<file path="config.mk">
export PLATFORM = sky130hd
export DESIGN_NAME = irf_exponential_weighting_flat
export DESIGN_NICKNAME = d
export VERILOG_FILES = /design/src/rtl/core/irfew_pkg.sv /design/src/rtl/core/irfew_in_if.sv /design/src/rtl/core/irfew_out_if.sv /design/src/rtl/core/irfew_mul.sv /design/src/rtl/core/irf_exponential_weighting.sv /design/src/flat_wrapper.sv
export SDC_FILE = /design/constraint.sdc
export NUM_CORES = 2
export LEC_CHECK = 0
export BUFFER_PORTS_ARGS = -buffer_cell sky130_fd_sc_hd__buf_2
export CORE_ASPECT_RATIO = 1.4
export CORE_MARGIN = 5
export CORE_UTILIZATION = 27
export CTS_CLUSTER_DIAMETER = 150
export CTS_CLUSTER_SIZE = 10
export DETAILED_ROUTE_END_ITERATION = 6
export PLACE_DENSITY = 0.38
export SYNTH_ARGS = -nofsm -noshare
export SYNTH_HDL_FRONTEND = slang
export SYNTH_SLANG_ARGS = --single-unit
export TNS_END_PERCENT = 1
</file>
<file path="constraint.sdc">
create_clock -name i_clk -period 17.6 [get_ports i_clk]
set_clock_uncertainty 0.05 [all_clocks]
set_input_delay 1.76 -clock i_clk [delete_from_list [all_inputs] [get_ports i_clk]]
set_output_delay 1.76 -clock i_clk [all_outputs]
set_load 0.01 [all_outputs]
</file>
<file path="src/rtl/core/irfew_pkg.sv">
// ----------------------------------------------------------------------------
// irfew_pkg
// Types and constants shared by the exponential weighting block.
// ----------------------------------------------------------------------------
package irfew_pkg;

    localparam int SampleW  = 16;
    localparam int FactorW  = 32;
    localparam int TimeW    = 32;
    localparam int BinW     = 16;
    localparam int WeightW  = 32;
    localparam int CumW     = 48;
    localparam int TwW      = 64;
    localparam int CfgW     = 32;
    localparam int CfgIdxW  = 2;
    localparam int FracW    = 16;
    localparam int MulW     = 33;
    localparam int ProdW    = 2 * MulW;

    localparam logic [FactorW-1:0] StartFactorRst = 32'h0001_0000;
    localparam logic [FactorW-1:0] StepFactorRst  = 32'h0001_0000;
    localparam logic [TimeW-1:0]   StartTimeRst   = '0;
    localparam logic [BinW-1:0]    BinWidthRst    = 16'd1;

    typedef enum logic [CfgIdxW-1:0] {
        CFG_START_FACTOR,
        CFG_STEP_FACTOR,
        CFG_START_TIME,
        CFG_BIN_WIDTH
    } t_cfg_idx;

    typedef enum logic [1:0] {
        ST_IDLE,
        ST_MUL_T,
        ST_MUL_F,
        ST_FIN
    } t_state;

endpackage

</file>
<file path="src/rtl/core/irfew_in_if.sv">
// ----------------------------------------------------------------------------
// irfew_in_if
// Sample channel: one response bin per beat.
// ----------------------------------------------------------------------------
interface irfew_in_if import irfew_pkg::*; ();
    logic               valid;
    logic               ready;
    logic [SampleW-1:0] irf_sample;
    logic               last_in_channel;

    modport source (output valid, output irf_sample, output last_in_channel, input ready);
    modport sink   (input valid, input irf_sample, input last_in_channel, output ready);
endinterface

</file>
<file path="src/rtl/core/irfew_out_if.sv">
// ----------------------------------------------------------------------------
// irfew_out_if
// Result channel: weighted values and running sums, one beat per bin.
// ----------------------------------------------------------------------------
interface irfew_out_if import irfew_pkg::*; ();
    logic                     valid;
    logic                     ready;
    logic        [WeightW-1:0] weighted;
    logic        [CumW-1:0]    cum_weighted;
    logic signed [TwW-1:0]     time_weighted;
    logic signed [TwW-1:0]     cum_time_weighted;
    logic                     saturated;

    modport source (output valid, output weighted, output cum_weighted,
                    output time_weighted, output cum_time_weighted,
                    output saturated, input ready);
    modport sink   (input valid, input weighted, input cum_weighted,
                    input time_weighted, input cum_time_weighted,
                    input saturated, output ready);
endinterface

</file>
<file path="src/rtl/core/irfew_mul.sv">
// ----------------------------------------------------------------------------
// irfew_mul
// Shared signed 33x33 multiplier with registered product.
// ----------------------------------------------------------------------------
module irfew_mul import irfew_pkg::*; (
    input  logic                    i_clk,
    input  logic signed [MulW-1:0]  i_a,
    input  logic signed [MulW-1:0]  i_b,
    output logic signed [ProdW-1:0] o_prod
);

    logic signed [ProdW-1:0] r_prod;

    always_ff @(posedge i_clk) begin
        r_prod <= i_a * i_b;
    end

    assign o_prod = r_prod;

endmodule

</file>
<file path="src/rtl/core/irf_exponential_weighting.sv">
// ----------------------------------------------------------------------------
// irf_exponential_weighting
// Exponentially weighted prefix sums of an instrument response.
//
// Samples arrive on i_in_ch one bin per beat, channel after channel; the bin
// flagged last_in_channel closes a channel and the next one restarts factor
// and time from the configured start values and clears both sums. Each input
// beat gives exactly one result beat on o_out_ch. Configuration is to be
// written through i_cfg_we / i_cfg_idx / i_cfg_data only while the block is
// idle; the block does not enforce this. Start factor and start time apply
// from the next channel start; step factor and bin width are read every bin.
// One registered multiplier is used three times per bin (sample*factor,
// weighted*time, factor*step); ST_FIN writes the result register and
// advances factor and time. i_in_ch.ready is high only between bins.
// A result waits in the output register while the receiver stalls; the next
// bin is taken meanwhile and completes once the register is free.
// Synchronous reset restores the register defaults, drops any result and
// marks the next bin as a channel start.
// ----------------------------------------------------------------------------
module irf_exponential_weighting import irfew_pkg::*; (
    input  logic               i_clk,
    input  logic               i_rst_n,
    input  logic               i_cfg_we,
    input  logic [CfgIdxW-1:0] i_cfg_idx,
    input  logic [CfgW-1:0]    i_cfg_data,
    irfew_in_if.sink           i_in_ch,
    irfew_out_if.source        o_out_ch
);

    t_state r_state, n_state;

    logic [FactorW-1:0]       r_start_factor;
    logic [FactorW-1:0]       r_step_factor;
    logic [TimeW-1:0]         r_start_time;
    logic [BinW-1:0]          r_bin_width;

    logic [FactorW-1:0]       r_factor;
    logic signed [TimeW-1:0]  r_time;
    logic [CumW-1:0]          r_sum_w;
    logic signed [TwW-1:0]    r_sum_tw;
    logic                     r_at_start;
    logic                     r_last;
    logic [WeightW-1:0]       r_w;
    logic signed [TwW-1:0]    r_tw;
    logic                     r_clip;

    logic                     r_out_valid;
    logic [WeightW-1:0]       r_o_w;
    logic [CumW-1:0]          r_o_cw;
    logic signed [TwW-1:0]    r_o_tw;
    logic signed [TwW-1:0]    r_o_ctw;
    logic                     r_o_sat;

    logic signed [MulW-1:0]   mul_a, mul_b;
    logic signed [ProdW-1:0]  prod;

    logic                     in_ready, in_fire, fin_go;
    logic [FactorW-1:0]       factor_sel;
    logic [WeightW-1:0]       w_now;
    logic [CumW:0]            cw_sum;
    logic [CumW-1:0]          n_sum_w;
    logic                     cw_clip;
    logic signed [TwW-1:0]    tw_now;
    logic [TwW:0]             ctw_sum;
    logic signed [TwW-1:0]    n_sum_tw;
    logic                     ctw_clip;
    logic [CumW-1:0]          nf_full;
    logic [FactorW-1:0]       n_factor;
    logic [TimeW:0]           nt_sum;
    logic signed [TimeW-1:0]  n_time;

    irfew_mul u_mul (
        .i_clk  (i_clk),
        .i_a    (mul_a),
        .i_b    (mul_b),
        .o_prod (prod)
    );

    // configuration registers
    always_ff @(posedge i_clk) begin
        if (!i_rst_n) begin
            r_start_factor <= StartFactorRst;
            r_step_factor  <= StepFactorRst;
            r_start_time   <= StartTimeRst;
            r_bin_width    <= BinWidthRst;
        end else if (i_cfg_we) begin
            case (t_cfg_idx'(i_cfg_idx))
                CFG_START_FACTOR: r_start_factor <= i_cfg_data[FactorW-1:0];
                CFG_STEP_FACTOR:  r_step_factor  <= i_cfg_data[FactorW-1:0];
                CFG_START_TIME:   r_start_time   <= i_cfg_data[TimeW-1:0];
                CFG_BIN_WIDTH:    r_bin_width    <= i_cfg_data[BinW-1:0];
                default: ;
            endcase
        end
    end

    // next state
    always_comb begin
        n_state = r_state;
        case (r_state)
            ST_IDLE:  if (in_fire) n_state = ST_MUL_T;
            ST_MUL_T: n_state = ST_MUL_F;
            ST_MUL_F: n_state = ST_FIN;
            ST_FIN:   if (fin_go) n_state = ST_IDLE;
            default:  n_state = ST_IDLE;
        endcase
    end

    // control outputs
    always_comb begin
        in_ready = (r_state == ST_IDLE);
        in_fire  = in_ready && i_in_ch.valid;
        fin_go   = (r_state == ST_FIN) && (!r_out_valid || o_out_ch.ready);
    end

    // shared multiplier operands
    always_comb begin
        factor_sel = r_at_start ? r_start_factor : r_factor;
        case (r_state)
            ST_IDLE: begin
                mul_a = signed'({1'b0, factor_sel});
                mul_b = signed'({{(MulW-SampleW){1'b0}}, i_in_ch.irf_sample});
            end
            ST_MUL_T: begin
                mul_a = signed'({1'b0, prod[FracW+WeightW-1:FracW]});
                mul_b = signed'({r_time[TimeW-1], r_time});
            end
            default: begin
                mul_a = signed'({1'b0, r_factor});
                mul_b = signed'({1'b0, r_step_factor});
            end
        endcase
    end

    // saturating arithmetic
    always_comb begin
        w_now    = prod[FracW+WeightW-1:FracW];
        cw_sum   = {1'b0, r_sum_w} + {{(CumW+1-WeightW){1'b0}}, w_now};
        cw_clip  = cw_sum[CumW];
        n_sum_w  = cw_clip ? {CumW{1'b1}} : cw_sum[CumW-1:0];

        tw_now   = prod[TwW-1:0];
        ctw_sum  = {r_sum_tw[TwW-1], r_sum_tw} + {tw_now[TwW-1], tw_now};
        ctw_clip = ctw_sum[TwW] != ctw_sum[TwW-1];
        if (!ctw_clip) begin
            n_sum_tw = ctw_sum[TwW-1:0];
        end else if (ctw_sum[TwW]) begin
            n_sum_tw = {1'b1, {(TwW-1){1'b0}}};
        end else begin
            n_sum_tw = {1'b0, {(TwW-1){1'b1}}};
        end

        nf_full  = prod[FracW+CumW-1:FracW];
        n_factor = (|nf_full[CumW-1:FactorW]) ? {FactorW{1'b1}} : nf_full[FactorW-1:0];

        nt_sum   = {r_time[TimeW-1], r_time} + {{(TimeW+1-BinW){1'b0}}, r_bin_width};
        n_time   = (nt_sum[TimeW] != nt_sum[TimeW-1]) ?
                   signed'({1'b0, {(TimeW-1){1'b1}}}) : signed'(nt_sum[TimeW-1:0]);
    end

    // control registers
    always_ff @(posedge i_clk) begin
        if (!i_rst_n) begin
            r_state     <= ST_IDLE;
            r_at_start  <= 1'b1;
            r_out_valid <= 1'b0;
        end else begin
            r_state <= n_state;
            if (fin_go) begin
                r_at_start  <= r_last;
                r_out_valid <= 1'b1;
            end else if (o_out_ch.ready) begin
                r_out_valid <= 1'b0;
            end
        end
    end

    // datapath
    always_ff @(posedge i_clk) begin
        case (r_state)
            ST_IDLE: begin
                if (in_fire) begin
                    r_last <= i_in_ch.last_in_channel;
                    r_clip <= 1'b0;
                    if (r_at_start) begin
                        r_factor <= r_start_factor;
                        r_time   <= signed'(r_start_time);
                        r_sum_w  <= '0;
                        r_sum_tw <= '0;
                    end
                end
            end
            ST_MUL_T: begin
                r_w     <= w_now;
                r_sum_w <= n_sum_w;
                r_clip  <= cw_clip;
            end
            ST_MUL_F: begin
                r_tw     <= tw_now;
                r_sum_tw <= n_sum_tw;
                r_clip   <= r_clip | ctw_clip;
            end
            ST_FIN: begin
                if (fin_go) begin
                    r_o_w   <= r_w;
                    r_o_cw  <= r_sum_w;
                    r_o_tw  <= r_tw;
                    r_o_ctw <= r_sum_tw;
                    r_o_sat <= r_clip;
                    if (!r_last) begin
                        r_factor <= n_factor;
                        r_time   <= n_time;
                    end
                end
            end
            default: ;
        endcase
    end

    assign i_in_ch.ready              = in_ready;
    assign o_out_ch.valid             = r_out_valid;
    assign o_out_ch.weighted          = r_o_w;
    assign o_out_ch.cum_weighted      = r_o_cw;
    assign o_out_ch.time_weighted     = r_o_tw;
    assign o_out_ch.cum_time_weighted = r_o_ctw;
    assign o_out_ch.saturated         = r_o_sat;

    a_accept_starts: assert property (@(posedge i_clk) disable iff (!i_rst_n)
        in_fire |=> r_state == ST_MUL_T)
        else $error("accepted beat did not start the multiply sequence");

    a_result_from_fin: assert property (@(posedge i_clk) disable iff (!i_rst_n)
        $rose(r_out_valid) |-> $past(r_state) == ST_FIN)
        else $error("result register loaded outside the final step");

    a_weight_fits: assert property (@(posedge i_clk) disable iff (!i_rst_n)
        r_state == ST_MUL_T |-> prod[ProdW-1:FracW+WeightW] == '0)
        else $error("sample product exceeds the weighted range");

endmodule
</file>
<file path="src/flat_wrapper.sv">
// flat-port wrapper written by rule: the top's interface ports become plain ports
module irf_exponential_weighting_flat import irfew_pkg::*;
  (i_clk, i_rst_n, i_cfg_we, i_cfg_idx, i_cfg_data, i_in_ch_valid, i_in_ch_irf_sample, i_in_ch_last_in_channel, i_in_ch_ready, o_out_ch_valid, o_out_ch_weighted, o_out_ch_cum_weighted, o_out_ch_time_weighted, o_out_ch_cum_time_weighted, o_out_ch_saturated, o_out_ch_ready);
  irfew_in_if i_in_ch_i ();
  irfew_out_if o_out_ch_i ();
  input  logic i_clk;
  input  logic i_rst_n;
  input  logic i_cfg_we;
  input  logic [CfgIdxW-1:0] i_cfg_idx;
  input  logic [CfgW-1:0] i_cfg_data;
  input wire logic [$bits(i_in_ch_i.valid)-1:0] i_in_ch_valid;
  input wire logic [$bits(i_in_ch_i.irf_sample)-1:0] i_in_ch_irf_sample;
  input wire logic [$bits(i_in_ch_i.last_in_channel)-1:0] i_in_ch_last_in_channel;
  output wire logic [$bits(i_in_ch_i.ready)-1:0] i_in_ch_ready;
  output wire logic [$bits(o_out_ch_i.valid)-1:0] o_out_ch_valid;
  output wire logic [$bits(o_out_ch_i.weighted)-1:0] o_out_ch_weighted;
  output wire logic [$bits(o_out_ch_i.cum_weighted)-1:0] o_out_ch_cum_weighted;
  output wire logic [$bits(o_out_ch_i.time_weighted)-1:0] o_out_ch_time_weighted;
  output wire logic [$bits(o_out_ch_i.cum_time_weighted)-1:0] o_out_ch_cum_time_weighted;
  output wire logic [$bits(o_out_ch_i.saturated)-1:0] o_out_ch_saturated;
  input wire logic [$bits(o_out_ch_i.ready)-1:0] o_out_ch_ready;
  assign i_in_ch_i.valid = i_in_ch_valid;
  assign i_in_ch_i.irf_sample = i_in_ch_irf_sample;
  assign i_in_ch_i.last_in_channel = i_in_ch_last_in_channel;
  assign i_in_ch_ready = i_in_ch_i.ready;
  assign o_out_ch_valid = o_out_ch_i.valid;
  assign o_out_ch_weighted = o_out_ch_i.weighted;
  assign o_out_ch_cum_weighted = o_out_ch_i.cum_weighted;
  assign o_out_ch_time_weighted = o_out_ch_i.time_weighted;
  assign o_out_ch_cum_time_weighted = o_out_ch_i.cum_time_weighted;
  assign o_out_ch_saturated = o_out_ch_i.saturated;
  assign o_out_ch_i.ready = o_out_ch_ready;
  irf_exponential_weighting u_core (.i_clk(i_clk), .i_rst_n(i_rst_n), .i_cfg_we(i_cfg_we), .i_cfg_idx(i_cfg_idx), .i_cfg_data(i_cfg_data), .i_in_ch(i_in_ch_i), .o_out_ch(o_out_ch_i));
endmodule
</file>
---- Word-level counts from Yosys, hierarchy flattened ----
Index checks and enable logic that the tools add are counted.
cells by class
  $add $sub $neg .......................... 3
  multiply operators ...................... 1
  div/mod/pow operators ................... 0
  magnitude comparators ................... 0
  equality and inequality tests ........... 12
  shifts and indexed selects .............. 0
  mux-type cells .......................... 30
  bitwise gates (word level) .............. 1
  reductions and logical operators ........ 24
operator list
  kind                number
  $mux 32             10
  $mux 64             4
  $pmux 32 s2         3
  $mux 48             3
  $pmux 64 s2         1
  $pmux 48 s2         1
  $pmux 33 s2         1
  $add 64x64->65      1
  $mul 33x33->64      1
  $add 48x32->49      1
  $add 32x17->33      1
  $reduce_and 2->1    8
  $reduce_or 16->1    1
  $eq 2x2->1 const B  4
  $pmux 2 s4          1
  $reduce_bool 2->1   4
  $ne 2x1->1 const B  3
  $reduce_and 3->1    2
  $reduce_and 5->1    1
  $eq 2x1->1 const B  2
  $logic_not 2->1     2
  $mux 2              2
  $reduce_and 4->1    1
  $mux 1              3
  other kinds (8)     10
storage, ports and cells
  register bits after elaboration ......... 663
  latch bits .............................. 0
  RAM bits ................................ 0
  ROM bits ................................ 0
  input port bits ......................... 56
  memories kept ........................... 0

---- Logic depth before layout (Yosys ltp) ----
  word-level depth ........................ 6
  gate-level depth with buffers ........... 39
  gate-level depth less buffers ........... 35

---- Modules after synthesis ----
Synthesis repeated with hierarchy kept, for this count alone.
unflattened totals
  cells, all modules ...................... 6,804
  area, all modules ....................... 69,115.0 um^2
by module, submodules not included
  module                     instances  cells each  area an instance (um^2)
  irfew_mul                  1          4,320       40,475.1
  irf_exponential_weighting  1          2,484       28,640.0

---- Least setup slack after synthesis ----
OpenSTA, ideal clock, no wires.
  kind .................................... input to register
  from .................................... input port o_out_ch_ready
  to ...................................... register u_core.r_at_start
  library setup time ...................... 0.131 ns
  arrival time ............................ 11.890 ns
  required time ........................... 17.419 ns
  slack ................................... 5.529 ns
  stages on the path ...................... 4
  path buffers ............................ 0
  path through ............................ nor2b_1 > nor2b_1 > mux2i_1 > nand2_1
on the way
  cells in the longest elaborated chain, start to end .. 2
ends and longest elaborated chain
  item                  RTL line                          source
  start, declared       flat_wrapper.sv:21                input wire logic [$bits(o_out_ch_i.ready)-1:0] o_out_ch_ready;
  $logic_or 1x1->1      irf_exponential_weighting.sv:113  fin_go = (r_state == ST_FIN) && (!r_out_valid || o_out_ch.ready);
  $logic_and 1x1->1     irf_exponential_weighting.sv:113
  via u_core.fin_go     irf_exponential_weighting.sv:57   logic in_ready, in_fire, fin_go;
  end signal, assigned  irf_exponential_weighting.sv:170  r_at_start <= r_last;
  end, declared         irf_exponential_weighting.sv:41   logic r_at_start;
The timed path passes the listed nets, and every way through them passes these cells.
A chain may end at the register's enable or synchronous reset.

---- Final worst setup path ----
  from .................................... register u_core.r_state[0]
  to ...................................... register u_core.u_mul.r_prod[63], in the netlist u_core.u_mul.o_prod[63]
on the way
  cells in the longest elaborated chain, start to end .. 3
  elaborated cells on any way between the ends .. 5
  those cells by class .................... mul: 1; eq/ne: 1; mux: 2; reduce/logical: 1
ends and longest elaborated chain
  item                                                  RTL line                          source
  start, declared                                       irf_exponential_weighting.sv:30   t_state r_state, n_state;
  start signal, assigned                                irf_exponential_weighting.sv:168  r_state <= n_state;
  $eq 2x1->1 / $logic_not 2->1 (equally long branches)  irf_exponential_weighting.sv:119  case (r_state)
  $pmux 32 s2 / $pmux 33 s2 (equally long branches)     irf_exponential_weighting.sv:119
  $mul 33x33->64 (*)                                    irfew_mul.sv:15                   r_prod <= i_a * i_b;
  end signal, assigned                                  irfew_mul.sv:15
  end, declared                                         irfew_mul.sv:12                   logic signed [ProdW-1:0] r_prod;
Mark *: on every way between the ends. The rest lies on a longest branch, timed or not.

==> out/qor.csv <==
metric,value,unit
status,"complete, no violations",
setup_viol,0,
pin_count,267,
multi_input_area,40500,sq um
dpl.hpwl,196000,um
yosysMostFrequentCell,inv_1,
grt_pass1_vias,51900,
hold_buffers,0,
io_buffers,266,
avgSynthCellArea,9.88,sq um
postLayoutCoreUtil,30.4,%
cts_sinks,663,
coreArea,234000,sq um
setup_tns,0,ns
grt_max_degree,117,
drive_gt1_share,9.86,%
stdcell_count,9730,
hold_class,register to register,
post-cts-setup-buffers,0,
fmax,84.1,MHz
drt_first_pass_iters,5,
ctsResizeCount,0,
cts-root-buf,clkbuf_16,
cts_tree,built,
syn-num-nets,7812,
area_growth_syn_to_layout,12.2,%
fill_cells,24700,
clkTransAtPathRegs,0.06,ns
synth_commonest_cells,"inv_1, fa_1, nand2_1",
track_usage,21.1,%
rsz0062_at_grt,false,
setup.worst_path.end_class,register,
tightest_slew,1.50,ns
layout.area.seq,18100,sq um
min_period,11.89,ns
drc,0,
clk_latency,0.70,ns
die_w,420,um
cpPeakStageDelay,0.83,ns
nets,7989,
worstPathArrival,12.46,ns
start_util,27.1,%
post_drt_wl_per_cell,26.5,um
critical_path.max_fanout,51,
synth_seq_cells,663,
async_flop_share,0,%
ys_types,104,
grt_pass1_wl,371000,um
finalMaxSlewViolations,0,
rows,210,
yosysWarnings,0,
synthTopCellsByArea,"fa_1, edfxtp_1, ha_1, inv_1, dfxtp_1",
wirelength,257000,um
crit_path_frequent_cell,fa_1,
drtIter0Drc,2599,
crit_type,register to register,
synthDominantCellAreaShare,29.4,%
avgViaCountPerCell,4.83,
required,18.17,ns
dp_cells,9591,
gp_congestion,0.875,
hold_viol,0,
seq_area_frac_synth,28.6,%
antenna_found_initial,10,
yosysTopAreaCell,fa_1,
post-route-period-util,67.6,%
crit_path_start_kind,register,
dr_total_vias,47000,
htree_levels,3,
die_area,245000,sq um
synth_edf_count,483,
cp_slowest_cell,o21bai_2,
max_slew_margin,0.123,%
grt_overflow_total,0,
ff2ff_setup_slack,5.71,ns
synth_ff_type,edfxtp_1,
netlist_area,63400,sq um
die_h,583,um
postRouteAntennaNets,0,
maxCapViolCount,0,
syn_inst,6418,
numCtsBuffers,76,
cts.path.max_buffers,3,
through the flow:
stage | hold slack [ns] | instance area [sq um] | worst slack (ns)
after global placement | 0.351 | 68900 | 5.82
after CTS | 0.350 | 71100 | 5.72
after global routing | 0.360 | 71100 | 5.05
after detailed placement | 0.355 | 68900 | 5.79
final | 0.342 | 71100 | 5.71
after floorplan | 0.350 | 63400 | 5.53
cells in the final DEF, fill, tap and decap left out, types with 32 or more instances in the layout:
cell type and instances:
a21boi_0 117, edfxtp_1 483, mux2_2 34, a21oi_1 170, nand2_1 911, fa_1 931
clkbuf_1 51, nand2b_1 32, nand4_1 32, and2_1 40, xor2_1 52, xnor2_1 127
clkbuf_16 76, o22a_1 50, nor2_1 706, ha_1 403, a21o_1 161, nor3_1 40
inv_1 1060, buf_2 266, o21ai_0 78, nand3_1 41, dfxtp_1 180, o21a_1 47
buf_4 149
final timing paths:
path	from	to	cells after the start
worst min register to register	u_core.r_tw[4]	u_core.o_out_ch.time_weighted[4]	0
worst max register to register	u_core.r_state[0]	u_core.u_mul.o_prod[63]	33
worst max-delay path	u_core.r_state[0]	u_core.u_mul.o_prod[63]	33
worst min-delay path	u_core.r_tw[4]	u_core.o_out_ch.time_weighted[4]	0
registers in the layout, indices dropped and copies added, names as in the netlist, 48 cells and up:
name                               flops
u_core.o_out_ch.cum_time_weighted     64
u_core.r_sum_tw                       64
u_core.u_mul.o_prod                   64
u_core.o_out_ch.cum_weighted          48
u_core.r_sum_w                        48
u_core.r_tw                           64
u_core.o_out_ch.time_weighted         64
cells by family (layout without fill, tap and decap cells):
family          after synthesis  after routing  synth area share (%)
other cells                   0              4                     0
flops                       663            663                  28.6
fa+ha+maj                  1338           1338                  37.4
mux                          42             42                 0.730
buf+inv                    1378           1612                  8.32
simple gates               1929           1929                  12.6
xor+xnor                    179            179                  2.47
compound gates              889            889                  9.90
critical path: cells and delay by family (launching register included):
family	cells	cell delay, ns
adders and majority gates	10	4.60
AOI/OAI and AO/OA	10	3.72
buffers and inverters	8	1.70
and+or+nand+nor	4	1.20
DFF	1	0.37
xor gates and xnor gates	1	0.12
final cells by class:
| class | count | share of cell area, % |
|---|---|---|
| diodes | 4 | 0.0141 |
| clock buffers | 127 | 2.94 |
| clock inverters | 8 | 0.227 |
| inverters | 1062 | 5.60 |
| multi-input cells | 4377 | 56.9 |
| flip-flops and latches | 663 | 25.5 |
| well taps | 3074 | 5.41 |
| repair buffers | 415 | 3.44 |
per-layer routing:
layer / vias to the layer above / GRT usage (%) / share of wire, %
li1: 20800 / - / -
met1: 24400 / 22.5 / 36
met2: 1256 / 39.1 / 52
met3: 509 / 2.40 / 3.8
met4: 4 / 13.5 / 7.9
met5: - / 0 / 0.010
Power is not shown: default switching activity piles up to over one toggle a cycle in this logic, so the estimate is an artifact.
